$ cat config.mk
export PLATFORM = sky130hd
export DESIGN_NAME = line_sensor_pid_steering_flat
export DESIGN_NICKNAME = d
export VERILOG_FILES = /design/src/sv/lsps_pkg.sv /design/src/sv/lsps_if.sv /design/src/sv/line_sensor_pid_steering.sv /design/src/flat_wrapper.sv
export VERILOG_INCLUDE_DIRS = /design/src /design/src/sv
export SDC_FILE = /design/constraint.sdc
export NUM_CORES = 1
export LEC_CHECK = 0
export CAP_MARGIN = 20
export CORE_MARGIN = 8
export CORE_UTILIZATION = 55
export DETAILED_ROUTE_END_ITERATION = 10
export DONT_BUFFER_PORTS = 1
export PLACE_DENSITY_LB_ADDON = 0.05
export SETUP_SLACK_MARGIN = 0.2
export SLEW_MARGIN = 20
export SYNTH_ARGS = -nofsm -noshare
export SYNTH_HDL_FRONTEND = slang
export SYNTH_SLANG_ARGS = --single-unit
$ cat constraint.sdc
create_clock -name clk -period 17.1 [get_ports clk]
set_input_delay 2.565 -clock clk [delete_from_list [all_inputs] [get_ports clk]]
set_output_delay 2.565 -clock clk [all_outputs]
set_load 0.01 [all_outputs]
$ cat src/sv/line_sensor_pid_steering_assert.svh
// ----------------------------------------------------------------------------
// Assertion macros for the line sensor PID steering block
// Clocked, reset-qualified property shorthands.
// ----------------------------------------------------------------------------
`ifndef LINE_SENSOR_PID_STEERING_ASSERT_SVH
`define LINE_SENSOR_PID_STEERING_ASSERT_SVH

// cond must hold at every edge outside reset
`define LSPS_ASSERT_ALWAYS(label, clk, rst_n, cond, msg) \
	label: assert property (@(posedge clk) disable iff (!(rst_n)) (cond)) \
		else $error(msg);

// cons must hold at the edge after ante
`define LSPS_ASSERT_NEXT(label, clk, rst_n, ante, cons, msg) \
	label: assert property (@(posedge clk) disable iff (!(rst_n)) (ante) |=> (cons)) \
		else $error(msg);

`endif

$ cat src/sv/lsps_pkg.sv
`timescale 1ns / 1ps
// ----------------------------------------------------------------------------
// lsps_pkg
// Shared types, constants and the sensor decode for the PID steering block.
// ----------------------------------------------------------------------------
package lsps_pkg;

	localparam int INTEGRAL_LIMIT = 4095;
	localparam int HISTORY_DEPTH  = 3;

	// signed width of the saturating integral
	localparam int SUM_W  = $clog2(INTEGRAL_LIMIT + 1) + 1;
	// gain (9b signed) times integral, plus margin for the other two terms
	localparam int CORR_W = SUM_W + 9 + 1;

	localparam int SENS_W     = 7;
	localparam int ERR_W      = 3;
	localparam int GAIN_W     = 8;
	localparam int LIM_W      = 10;
	localparam int CFG_DATA_W = 10;
	localparam int CFG_IDX_W  = 3;

	localparam logic [SENS_W-1:0] SENS_NONE   = 7'h00;
	localparam logic [SENS_W-1:0] SENS_L3     = 7'h01;
	localparam logic [SENS_W-1:0] SENS_L2     = 7'h02;
	localparam logic [SENS_W-1:0] SENS_L1     = 7'h04;
	localparam logic [SENS_W-1:0] SENS_CENTER = 7'h08;
	localparam logic [SENS_W-1:0] SENS_R1     = 7'h10;
	localparam logic [SENS_W-1:0] SENS_R2     = 7'h20;
	localparam logic [SENS_W-1:0] SENS_R3     = 7'h40;

	localparam logic [GAIN_W-1:0] KP_RST   = 8'd10;
	localparam logic [GAIN_W-1:0] KI_RST   = 8'd5;
	localparam logic [GAIN_W-1:0] KD_RST   = 8'd5;
	localparam logic [LIM_W-1:0]  LIM_RST  = 10'd50;
	localparam logic [LIM_W-1:0]  BAND_RST = 10'd2;

	typedef enum logic [CFG_IDX_W-1:0] {
		CFG_GAIN_PROP   = 3'd0,
		CFG_GAIN_INTEG  = 3'd1,
		CFG_GAIN_DERIV  = 3'd2,
		CFG_CLAMP_LIMIT = 3'd3,
		CFG_DEAD_BAND   = 3'd4
	} cfg_index_t;

	typedef enum logic [1:0] {
		DRIVE_FWD = 2'd0,
		DRIVE_POS = 2'd1,
		DRIVE_NEG = 2'd2
	} drive_mode_t;

	typedef enum logic [1:0] {
		SIDE_NONE  = 2'd0,
		SIDE_LEFT  = 2'd1,
		SIDE_RIGHT = 2'd2
	} trace_side_t;

	function automatic logic signed [ERR_W-1:0] decode_position(logic [SENS_W-1:0] r);
		logic signed [ERR_W-1:0] e;
		case (r)
			SENS_L3: e = -3'sd3;
			SENS_L2: e = -3'sd2;
			SENS_L1: e = -3'sd1;
			SENS_R1: e = 3'sd1;
			SENS_R2: e = 3'sd2;
			SENS_R3: e = 3'sd3;
			default: e = 3'sd0;
		endcase
		return e;
	endfunction

endpackage

$ cat src/sv/lsps_if.sv
`timescale 1ns / 1ps
// ----------------------------------------------------------------------------
// lsps_sensor_if / lsps_steer_if
// Valid/ready channels for sensor readings and steering results.
// ----------------------------------------------------------------------------
interface lsps_sensor_if import lsps_pkg::*; ();
	logic              valid;
	logic              ready;
	logic [SENS_W-1:0] sensor_bits;

	modport source (output valid, output sensor_bits, input ready);
	modport sink   (input valid, input sensor_bits, output ready);
endinterface

interface lsps_steer_if import lsps_pkg::*; ();
	logic                    valid;
	logic                    ready;
	drive_mode_t             drive_mode;
	logic [LIM_W-1:0]        turn_amount;
	trace_side_t             traceback_side;
	logic signed [ERR_W-1:0] position_error;

	modport source (output valid, output drive_mode, output turn_amount,
		output traceback_side, output position_error, input ready);
	modport sink   (input valid, input drive_mode, input turn_amount,
		input traceback_side, input position_error, output ready);
endinterface

$ cat src/sv/line_sensor_pid_steering.sv
`timescale 1ns / 1ps
// ----------------------------------------------------------------------------
// line_sensor_pid_steering
// PID steering from a 7-bit line sensor, with lost-line traceback.
// ----------------------------------------------------------------------------
// One steering result per sensor reading. A reading is captured in an input
// register at the edge where its request is accepted. The result is loaded into
// the result register from the input register when the result register is empty
// or its result is being taken. A new reading is taken every clock while results
// are taken, so throughput is one item per cycle unless the output stalls. The
// rate is set by the update of the feedback state (error integral, previous
// error, reading history), which is done in the same cycle that the result
// register is loaded. The input register and the result register let a new
// request in while a finished result waits.
`include "line_sensor_pid_steering_assert.svh"

module line_sensor_pid_steering import lsps_pkg::*; (
	input  logic                  clk,
	input  logic                  arst_n,
	input  logic                  cfg_wr_en,
	input  logic [CFG_IDX_W-1:0]  cfg_index,
	input  logic [CFG_DATA_W-1:0] cfg_data,
	lsps_sensor_if.sink           sensor,
	lsps_steer_if.source          steer
);

	// configuration
	logic [GAIN_W-1:0] gain_prop_q, gain_integ_q, gain_deriv_q;
	logic [LIM_W-1:0]  clamp_limit_q, dead_band_q;

	always_ff @(posedge clk or negedge arst_n) begin
		if (!arst_n) begin
			gain_prop_q   <= KP_RST;
			gain_integ_q  <= KI_RST;
			gain_deriv_q  <= KD_RST;
			clamp_limit_q <= LIM_RST;
			dead_band_q   <= BAND_RST;
		end else if (cfg_wr_en) begin
			unique case (cfg_index)
				CFG_GAIN_PROP:   gain_prop_q   <= cfg_data[GAIN_W-1:0];
				CFG_GAIN_INTEG:  gain_integ_q  <= cfg_data[GAIN_W-1:0];
				CFG_GAIN_DERIV:  gain_deriv_q  <= cfg_data[GAIN_W-1:0];
				CFG_CLAMP_LIMIT: clamp_limit_q <= cfg_data[LIM_W-1:0];
				CFG_DEAD_BAND:   dead_band_q   <= cfg_data[LIM_W-1:0];
				default: ;
			endcase
		end
	end

	// handshake
	logic              valid_s1;
	logic [SENS_W-1:0] sensor_s1;
	logic              out_valid_q;
	logic              advance;
	logic              in_fire;

	assign advance      = valid_s1 && (!out_valid_q || steer.ready);
	assign sensor.ready = !valid_s1 || advance;
	assign in_fire      = sensor.valid && sensor.ready;

	always_ff @(posedge clk or negedge arst_n) begin
		if (!arst_n) begin
			valid_s1 <= 1'b0;
		end else if (sensor.ready) begin
			valid_s1 <= sensor.valid;
		end
	end

	always_ff @(posedge clk) begin
		if (in_fire) begin
			sensor_s1 <= sensor.sensor_bits;
		end
	end

	// feedback state
	logic [SENS_W-1:0]       history_q [HISTORY_DEPTH];
	logic signed [ERR_W-1:0] last_error_q;
	logic signed [SUM_W-1:0] error_sum_q;

	localparam logic signed [SUM_W:0] SUM_MAX = (SUM_W + 1)'(INTEGRAL_LIMIT);
	localparam logic signed [SUM_W:0] SUM_MIN = -SUM_MAX;

	logic signed [ERR_W-1:0]  err;
	logic signed [SUM_W:0]    sum_raw;
	logic signed [SUM_W-1:0]  sum_next;
	logic signed [ERR_W:0]    err_diff;
	logic signed [CORR_W-1:0] p_term, i_term, d_term, corr, corr_clamped;
	logic signed [CORR_W-1:0] lim_pos, lim_neg;
	logic [LIM_W-1:0]         mag;
	drive_mode_t              mode_next;
	logic [LIM_W-1:0]         amount_next;
	trace_side_t              side_next;

	always_comb begin
		err = decode_position(sensor_s1);

		sum_raw = (SUM_W + 1)'(error_sum_q) + (SUM_W + 1)'(err);
		if (sum_raw > SUM_MAX) begin
			sum_next = SUM_W'(SUM_MAX);
		end else if (sum_raw < SUM_MIN) begin
			sum_next = SUM_W'(SUM_MIN);
		end else begin
			sum_next = SUM_W'(sum_raw);
		end

		err_diff = (ERR_W + 1)'(err) - (ERR_W + 1)'(last_error_q);

		p_term = CORR_W'($signed({1'b0, gain_prop_q})) * CORR_W'(err);
		i_term = CORR_W'($signed({1'b0, gain_integ_q})) * CORR_W'(sum_next);
		d_term = CORR_W'($signed({1'b0, gain_deriv_q})) * CORR_W'(err_diff);
		corr   = p_term + i_term + d_term;

		lim_pos = CORR_W'($signed({1'b0, clamp_limit_q}));
		lim_neg = -lim_pos;
		if (corr > lim_pos) begin
			corr_clamped = lim_pos;
		end else if (corr < lim_neg) begin
			corr_clamped = lim_neg;
		end else begin
			corr_clamped = corr;
		end

		// clamped magnitude is at most clamp_limit, so it fits LIM_W
		mag = corr_clamped[CORR_W-1] ? LIM_W'(-corr_clamped) : LIM_W'(corr_clamped);

		if (mag > dead_band_q) begin
			mode_next   = corr_clamped[CORR_W-1] ? DRIVE_NEG : DRIVE_POS;
			amount_next = mag;
		end else begin
			mode_next   = DRIVE_FWD;
			amount_next = '0;
		end

		// lost line: three empty readings in a row, oldest entry picks the side
		side_next = SIDE_NONE;
		if (sensor_s1 == SENS_NONE && history_q[0] == SENS_NONE
				&& history_q[1] == SENS_NONE) begin
			if (history_q[2] == SENS_L3 || history_q[2] == SENS_L2) begin
				side_next = SIDE_RIGHT;
			end else if (history_q[2] == SENS_R1 || history_q[2] == SENS_R2) begin
				side_next = SIDE_LEFT;
			end
		end
	end

	always_ff @(posedge clk or negedge arst_n) begin
		if (!arst_n) begin
			for (int i = 0; i < HISTORY_DEPTH; i++) begin
				history_q[i] <= SENS_CENTER;
			end
			last_error_q <= '0;
			error_sum_q  <= '0;
		end else if (advance) begin
			for (int i = HISTORY_DEPTH - 1; i > 0; i--) begin
				history_q[i] <= history_q[i-1];
			end
			history_q[0] <= sensor_s1;
			last_error_q <= err;
			error_sum_q  <= sum_next;
		end
	end

	// result register
	always_ff @(posedge clk or negedge arst_n) begin
		if (!arst_n) begin
			out_valid_q <= 1'b0;
		end else if (advance) begin
			out_valid_q <= 1'b1;
		end else if (steer.ready) begin
			out_valid_q <= 1'b0;
		end
	end

	drive_mode_t             drive_mode_q;
	logic [LIM_W-1:0]        turn_amount_q;
	trace_side_t             traceback_side_q;
	logic signed [ERR_W-1:0] position_error_q;

	always_ff @(posedge clk) begin
		if (advance) begin
			drive_mode_q     <= mode_next;
			turn_amount_q    <= amount_next;
			traceback_side_q <= side_next;
			position_error_q <= err;
		end
	end

	assign steer.valid          = out_valid_q;
	assign steer.drive_mode     = drive_mode_q;
	assign steer.turn_amount    = turn_amount_q;
	assign steer.traceback_side = traceback_side_q;
	assign steer.position_error = position_error_q;

	// checks
	`LSPS_ASSERT_ALWAYS(a_sum_bounded, clk, arst_n,
		(SUM_W + 1)'(error_sum_q) <= SUM_MAX && (SUM_W + 1)'(error_sum_q) >= SUM_MIN,
		"error integral outside saturation bounds")
	`LSPS_ASSERT_ALWAYS(a_fwd_zero, clk, arst_n,
		!out_valid_q || ((drive_mode_q == DRIVE_FWD) == (turn_amount_q == '0)),
		"turn amount disagrees with drive mode")
	`LSPS_ASSERT_NEXT(a_capture, clk, arst_n, in_fire, valid_s1,
		"accepted request not held in input stage")
	`LSPS_ASSERT_NEXT(a_last_err, clk, arst_n, advance,
		out_valid_q && last_error_q == position_error_q,
		"previous error not tracking the issued result")

endmodule
$ cat src/flat_wrapper.sv
// flat-port wrapper written by rule: the top's interface ports become plain ports
module line_sensor_pid_steering_flat import lsps_pkg::*;
  (clk, arst_n, cfg_wr_en, cfg_index, cfg_data, sensor_valid, sensor_sensor_bits, sensor_ready, steer_valid, steer_drive_mode, steer_turn_amount, steer_traceback_side, steer_position_error, steer_ready);
  lsps_sensor_if sensor_i ();
  lsps_steer_if steer_i ();
  input  logic clk;
  input  logic arst_n;
  input  logic cfg_wr_en;
  input  logic [CFG_IDX_W-1:0] cfg_index;
  input  logic [CFG_DATA_W-1:0] cfg_data;
  input wire logic [$bits(sensor_i.valid)-1:0] sensor_valid;
  input wire logic [$bits(sensor_i.sensor_bits)-1:0] sensor_sensor_bits;
  output wire logic [$bits(sensor_i.ready)-1:0] sensor_ready;
  output wire logic [$bits(steer_i.valid)-1:0] steer_valid;
  output wire logic [$bits(steer_i.drive_mode)-1:0] steer_drive_mode;
  output wire logic [$bits(steer_i.turn_amount)-1:0] steer_turn_amount;
  output wire logic [$bits(steer_i.traceback_side)-1:0] steer_traceback_side;
  output wire logic [$bits(steer_i.position_error)-1:0] steer_position_error;
  input wire logic [$bits(steer_i.ready)-1:0] steer_ready;
  assign sensor_i.valid = sensor_valid;
  assign sensor_i.sensor_bits = sensor_sensor_bits;
  assign sensor_ready = sensor_i.ready;
  assign steer_valid = steer_i.valid;
  assign steer_drive_mode = steer_i.drive_mode;
  assign steer_turn_amount = steer_i.turn_amount;
  assign steer_traceback_side = steer_i.traceback_side;
  assign steer_position_error = steer_i.position_error;
  assign steer_i.ready = steer_ready;
  line_sensor_pid_steering u_core (.clk(clk), .arst_n(arst_n), .cfg_wr_en(cfg_wr_en), .cfg_index(cfg_index), .cfg_data(cfg_data), .sensor(sensor_i), .steer(steer_i));
endmodule
# == After elaboration in Yosys (flattened, before gate mapping) ==
# Cells that the tools add are included.
# word_totals
ramBits,0
n_memories,0
ff_bits,107
rom_bits,0
output_inout_bits,19
input_bits,25
latch_bits,0
# op_classes
mux,11
n_shift,0
bitwise,1
reduce_logical,21
eq_ne,14
multipliers,3
order_cmp,5
addsub,6
n_div,0
# op_table
op,n
23-bit adder,2
23-bit 2-to-1 mux,2
13-bit 2-to-1 mux,2
23-bit by 11-bit > comparator with 1-bit output,1
23-bit < comparator,1
10-bit negator with 23-bit output,1
9-bit by 13-bit multiplier with 22-bit output,1
7-bit logical NOT,3
3-bit one-hot mux with 6 select lines,1
13-bit by 3-bit adder with 14-bit output,1
"7-bit by 1-bit equality test with 1-bit output, second input constant",2
"7-bit by 2-bit equality test with 1-bit output, second input constant",2
"7-bit by 5-bit equality test with 1-bit output, second input constant",2
"7-bit by 6-bit equality test with 1-bit output, second input constant",2
"14-bit by 13-bit > comparator with 1-bit output, second input constant",1
"14-bit by 13-bit < comparator with 1-bit output, second input constant",1
9-bit by 4-bit multiplier with 13-bit output,1
9-bit by 3-bit multiplier with 12-bit output,1
10-bit > comparator,1
10-bit 2-to-1 mux,1
10-bit negator,1
2-bit AND reduction,5
"7-bit by 3-bit equality test with 1-bit output, second input constant",1
"7-bit equality test, second input constant",1
13 further kinds,24

# == Depth between registers and ports, before layout ==
# logic_depth
word_depth,15
ltp_mapped,72
ltp_nobuf,68

# == Worst setup path before layout ==
# No wires, ideal clock.
# synth_timing
path_type,register to register
startpoint,reg u_core.sensor_s1[2]
endpoint,"reg u_core.turn_amount_q[1], in the netlist u_core.steer.turn_amount[1], data pin"
t_required_ns,16.845
arrival_ns,15.069
path_buffers,3
path_stages_with_launch,67
path_slack_ns,1.776
period_less_slack_ns,15.324
path_cell_list,edfxtp_1 clkbuf_1 o31ai_1 o21ai_0 nor4_1 inv_1 fa_1 nor2b_1 o21ai_1 a21boi_0 o21a_1 nor2_1 xor2_1 nand4_1 or4b_2 o41ai_4 o21bai_1 and2_1 (+31 left out) a41oi_1 clkbuf_1 mux2i_1 a21oi_1 inv_1 ha_1 mux2_2 ha_1 nor2b_1 o21a_1 o21a_1 o21ai_0 nand2b_1 a21oi_1 o21ai_0 o211ai_1 inv_1 and2_1
# synth_between
elab_chain_len,15
# synth_rtl
item,line_no,source
"start, declared",line_sensor_pid_steering.sv:52,logic [SENS_W-1:0] sensor_s1;
"start signal, assigned",line_sensor_pid_steering.sv:71,sensor_s1 <= sensor.sensor_bits;
"7-bit equality test, or another cell as far along",lsps_pkg.sv:60,case (r)
3-bit one-hot mux with 6 select lines (*),lsps_pkg.sv:60,
net u_core.err[1],line_sensor_pid_steering.sv:83,logic signed [ERR_W-1:0] err;
13-bit by 3-bit adder with 14-bit output,line_sensor_pid_steering.sv:97,sum_raw = (SUM_W + 1)'(error_sum_q) + (SUM_W + 1)'(err);
14-bit by 13-bit < comparator with 1-bit output,line_sensor_pid_steering.sv:100,end else if (sum_raw < SUM_MIN) begin
13-bit 2-to-1 mux,line_sensor_pid_steering.sv:100,
13-bit 2-to-1 mux,line_sensor_pid_steering.sv:98,if (sum_raw > SUM_MAX) begin
9-bit by 13-bit multiplier with 22-bit output,line_sensor_pid_steering.sv:109,"i_term = CORR_W'($signed({1'b0, gain_integ_q})) * CORR_W'(sum_next);"
23-bit adder,line_sensor_pid_steering.sv:111,corr = p_term + i_term + d_term;
23-bit adder (*),line_sensor_pid_steering.sv:111,
23-bit < comparator,line_sensor_pid_steering.sv:117,end else if (corr < lim_neg) begin
23-bit 2-to-1 mux,line_sensor_pid_steering.sv:117,
23-bit 2-to-1 mux (*),line_sensor_pid_steering.sv:115,if (corr > lim_pos) begin
10-bit negator,line_sensor_pid_steering.sv:124,mag = corr_clamped[CORR_W-1] ? LIM_W'(-corr_clamped) : LIM_W'(corr_clamped);
10-bit 2-to-1 mux (*),line_sensor_pid_steering.sv:124,
net u_core.mag[1],line_sensor_pid_steering.sv:89,logic [LIM_W-1:0] mag;
10-bit > comparator,line_sensor_pid_steering.sv:126,if (mag > dead_band_q) begin
"end signal, assigned",line_sensor_pid_steering.sv:182,turn_amount_q <= amount_next;
"end, declared",line_sensor_pid_steering.sv:175,logic [LIM_W-1:0] turn_amount_q;
# Mark *: on every way through the listed nets, which the timed path passes. The rest lies on a longest branch.
# A chain may end at the register's enable or synchronous reset.

# == Worst setup path in the final report ==
# layout_timing
startpoint,reg u_core.sensor_s1[6]
endpoint,"reg u_core.turn_amount_q[8], in the netlist u_core.steer.turn_amount[8], data pin"
# layout_between
elab_chain_len,15
# layout_rtl
item,line_no
"7-bit equality test, or another cell as far along",lsps_pkg.sv:60
3-bit one-hot mux with 6 select lines (*),lsps_pkg.sv:60
net u_core.err[0],line_sensor_pid_steering.sv:83
13-bit by 3-bit adder with 14-bit output,line_sensor_pid_steering.sv:97
14-bit by 13-bit < comparator with 1-bit output,line_sensor_pid_steering.sv:100
13-bit 2-to-1 mux,line_sensor_pid_steering.sv:100
13-bit 2-to-1 mux,line_sensor_pid_steering.sv:98
9-bit by 13-bit multiplier with 22-bit output,line_sensor_pid_steering.sv:109
23-bit adder,line_sensor_pid_steering.sv:111
23-bit adder (*),line_sensor_pid_steering.sv:111
23-bit < comparator,line_sensor_pid_steering.sv:117
23-bit 2-to-1 mux,line_sensor_pid_steering.sv:117
23-bit 2-to-1 mux (*),line_sensor_pid_steering.sv:115
10-bit negator,line_sensor_pid_steering.sv:124
10-bit 2-to-1 mux (*),line_sensor_pid_steering.sv:124
net u_core.mag[1],line_sensor_pid_steering.sv:89
10-bit > comparator (*),line_sensor_pid_steering.sv:126
# Marked as above.

==> impl_metrics.ini <==
[sta]
finalHoldViolCount = 0
period_minus_slack_ns = 15.58
fin_setup_tns_ns = 0
rsz0062_at_grt = no
tightest_slew_ns = 0.964
relSlewSlack = 0.354
setup_viol = 0
clock.fmax_ghz = 0.0642
skew_ns = 0.0158
period_share = 0.911
slew_viol_final = 0

[logic_synthesis]
avgSynthCellArea_um2 = 9.41
synth-async-reset-ratio = 0.776
ys_seq_area_frac = 0.203
synth_compound_area_frac = 0.119
synth_fp_nets = 1794
synth_ff_type = dfrtp_1
synth-warning-count = 0
synth_fa_ha_area_frac = 0.341
ys_ff_latch = 107
yosys.area_share.simple = 0.156
synth_cell_types = 70
synth_xor_area_frac = 0.0481
muxShareOfSynthArea = 0.0650
synth_cells = 1472
synth_top_family_by_area = adder cells
synth_edf_count = 24
synth_area_um2 = 13800

[drt]
postRouteAntennaNets = 0
wl_per_cell_um = 16.8
avgViaCountPerCell = 5.59
route.detailed.drc = 0
num_vias = 10033
routed_wl_um = 30200
drt_iter0_markers = 475
drt_pass1_iterations = 5

[final_layout]
layout_commonest_cell = inv_1
area_delta_synth_final_pct = 5.38
final_cell_mix = 214 x inv_1, 167 x ha_1, 130 x fa_1, 112 x nand2_1, 87 x and2_1
n_antenna_cell = 0
layout-drive-gt1-share = 0.0935
layout.nets = 1782

[clock_tree]
clock_latency_ns = 0.37
cts_root_buffer = clkbuf_16
htreeDepth = 3
cts_sinks = 107
clkTransAtPathRegs_ns = 0.09
postCtsSetupBuffers = 0
cts_tree = built
ctsLongestPathBuffers = 2
cts_buffers = 9

[global_routing]
antenna_found_initial = 1
grt_pass1_wl_um = 50400
overflow = 0
grt_use_total = 0.200
grt_max_degree = 84
grt_pass1_vias = 10137

[setup_path]
cp_top_family = compound AO/OA/AOI/OAI gates
path_buf_inv = 6
slowest_delay_ns = 0.68
end_kind = flop
criticalPathCategory = reg2reg
r2r-start = u_core.sensor_s1[6]$_DFFE_PP_
crit_start = u_core.sensor_s1[6]$_DFFE_PP_
slowest_stage = or4b_2
worstPathRequired_ns = 17.22
crit_fanout = 10
crit_arrival_ns = 15.71
startpoint_type = flop

[hold_path]
min_path_type = reg2reg
hp-start = u_core.last_error_q[2]$_DFFE_PN0P_

[floorplanning]
die-area_um2 = 30500
die_w_um = 175
design.core.area_um2 = 25000
ios = 44
die_y_um = 175
initial_core_util = 0.555
placementRows = 58

[placed_design]
place.gp.congestion = 0.860
port-buffer-count = 0
place_hpwl_um = 24800

[run]
max_cap_viol_count = 0

[status]
status = complete, no violations
through the flow:
stage | area (um^2) | util | hold slack (ns) | setup slack (ns) | instances
global route | 14600 | 0.584 | 0.533 | 0.255 | 1795
floorplan | 13800 | - | 0.450 | 1.78 | 1472
global placement | 14200 | 0.571 | 0.469 | 1.65 | 1779
detailed placement | 14200 | 0.571 | 0.495 | 1.28 | 1779
CTS | 14600 | 0.584 | 0.513 | 1.24 | 1795
finish | 14600 | 0.584 | 0.504 | 1.52 | 1795
repair_timing:
| item | CTS | global route |
|---|---|---|
| hold endpoints to repair | 0 | 0 |
| hold buffers | 0 | 0 |
| gates resized for setup | 0 | 1 |
| setup endpoints to repair | 0 | 9 |
state kept, by name, indices dropped and copies added, names as in the netlist:
name / cells
u_core.last_error_q: 3
u_core.gain_prop_q: 8
u_core.error_sum_q: 13
u_core.clamp_limit_q: 10
u_core.steer.valid: 1
u_core.steer.turn_amount: 10
u_core.sensor_s1: 7
u_core.gain_deriv_q: 8
u_core.history_q: 21
u_core.dead_band_q: 10
u_core.steer.position_error: 3
u_core.valid_s1: 1
u_core.steer.drive_mode: 2
u_core.steer.traceback_side: 2
u_core.gain_integ_q: 8
path summary, 6_finish.rpt:
check                                                                 end  slack (ns)  cells past startpoint
worst min register to register         u_core.last_error_q[2]$_DFFE_PN0P_        0.50                      2
worst max register to register  u_core.steer.turn_amount[8]$_SDFFCE_PP0P_        1.52                     64
min in group asynchronous               u_core.dead_band_q[6]$_DFFE_PN0P_        1.89                      0
worst max-delay path            u_core.steer.turn_amount[8]$_SDFFCE_PP0P_        1.52                     64
worst min-delay path                   u_core.last_error_q[2]$_DFFE_PN0P_        0.50                      2
max in group asynchronous              u_core.gain_integ_q[2]$_DFFE_PN1P_       14.96                      0
worst reg2reg max path, delay by kind of cell, from the launching register on:
kind	cells	cell delay, ns
AO/OA/AOI/OAI	26	5.25
XOR/XNOR	2	0.37
adder cells (fa/ha/maj)	12	4.72
buffers and inverters	6	0.54
flip-flops	1	0.52
multiplexers	2	0.41
AND/OR/NAND/NOR	16	3.55
cell usage after synthesis (5+ instances only):
cell type,count,share of area
nor2_1,69,0.019
nand3_1,14,0.0051
a31oi_1,5,0.0023
fa_1,130,0.19
ha_1,167,0.15
and3_1,6,0.0027
nor2b_1,19,0.0086
dfstp_2,13,0.025
o211ai_1,15,0.0081
o21bai_1,20,0.011
or2_2,8,0.0036
and2_1,87,0.039
mux2_2,71,0.058
o21ai_0,48,0.017
o21a_1,13,0.0070
nor4_1,13,0.0059
o31ai_1,5,0.0027
nor3_1,15,0.0054
nand2b_1,26,0.012
a21oi_1,69,0.025
nand4_1,14,0.0063
or3_1,8,0.0036
mux2i_1,10,0.0072
dfrtp_1,70,0.13
inv_1,214,0.058
xnor2_1,60,0.038
a21o_1,18,0.0098
xor2_1,16,0.010
a211oi_1,10,0.0054
edfxtp_1,24,0.052
clkbuf_1,30,0.0081
nand2_1,112,0.030
per-layer routing:
metal  GRT usage  vias to the layer above  share of wire
li1            -                     4947              -
met1       0.274                     4863           0.48
met2       0.328                      175           0.47
met3      0.0281                       46          0.033
met4      0.0495                        2          0.019
met5           0                        -        0.00043
kinds of logic (layout without fill, tap and decap cells):
group | Yosys count | in the layout
simple gates | 412 | 412
xor+xnor | 76 | 76
mux | 81 | 81
fa+ha+maj | 300 | 300
compound gates | 249 | 249
flops | 107 | 107
buf+inv | 247 | 240
area by class of cell:
cell class              count  area, um^2
flip-flops and latches    107        2810
well taps                 330         413
fillers                  2242       10400
repair buffers             10        75.1
inverters                 214         803
multi-input cells        1118       10200
clock buffers               9         225
clock inverters             7         103
Power is left out: the tool's default activity adds up to more than one toggle a clock period on the data nets, which glitch-free logic cannot reach.
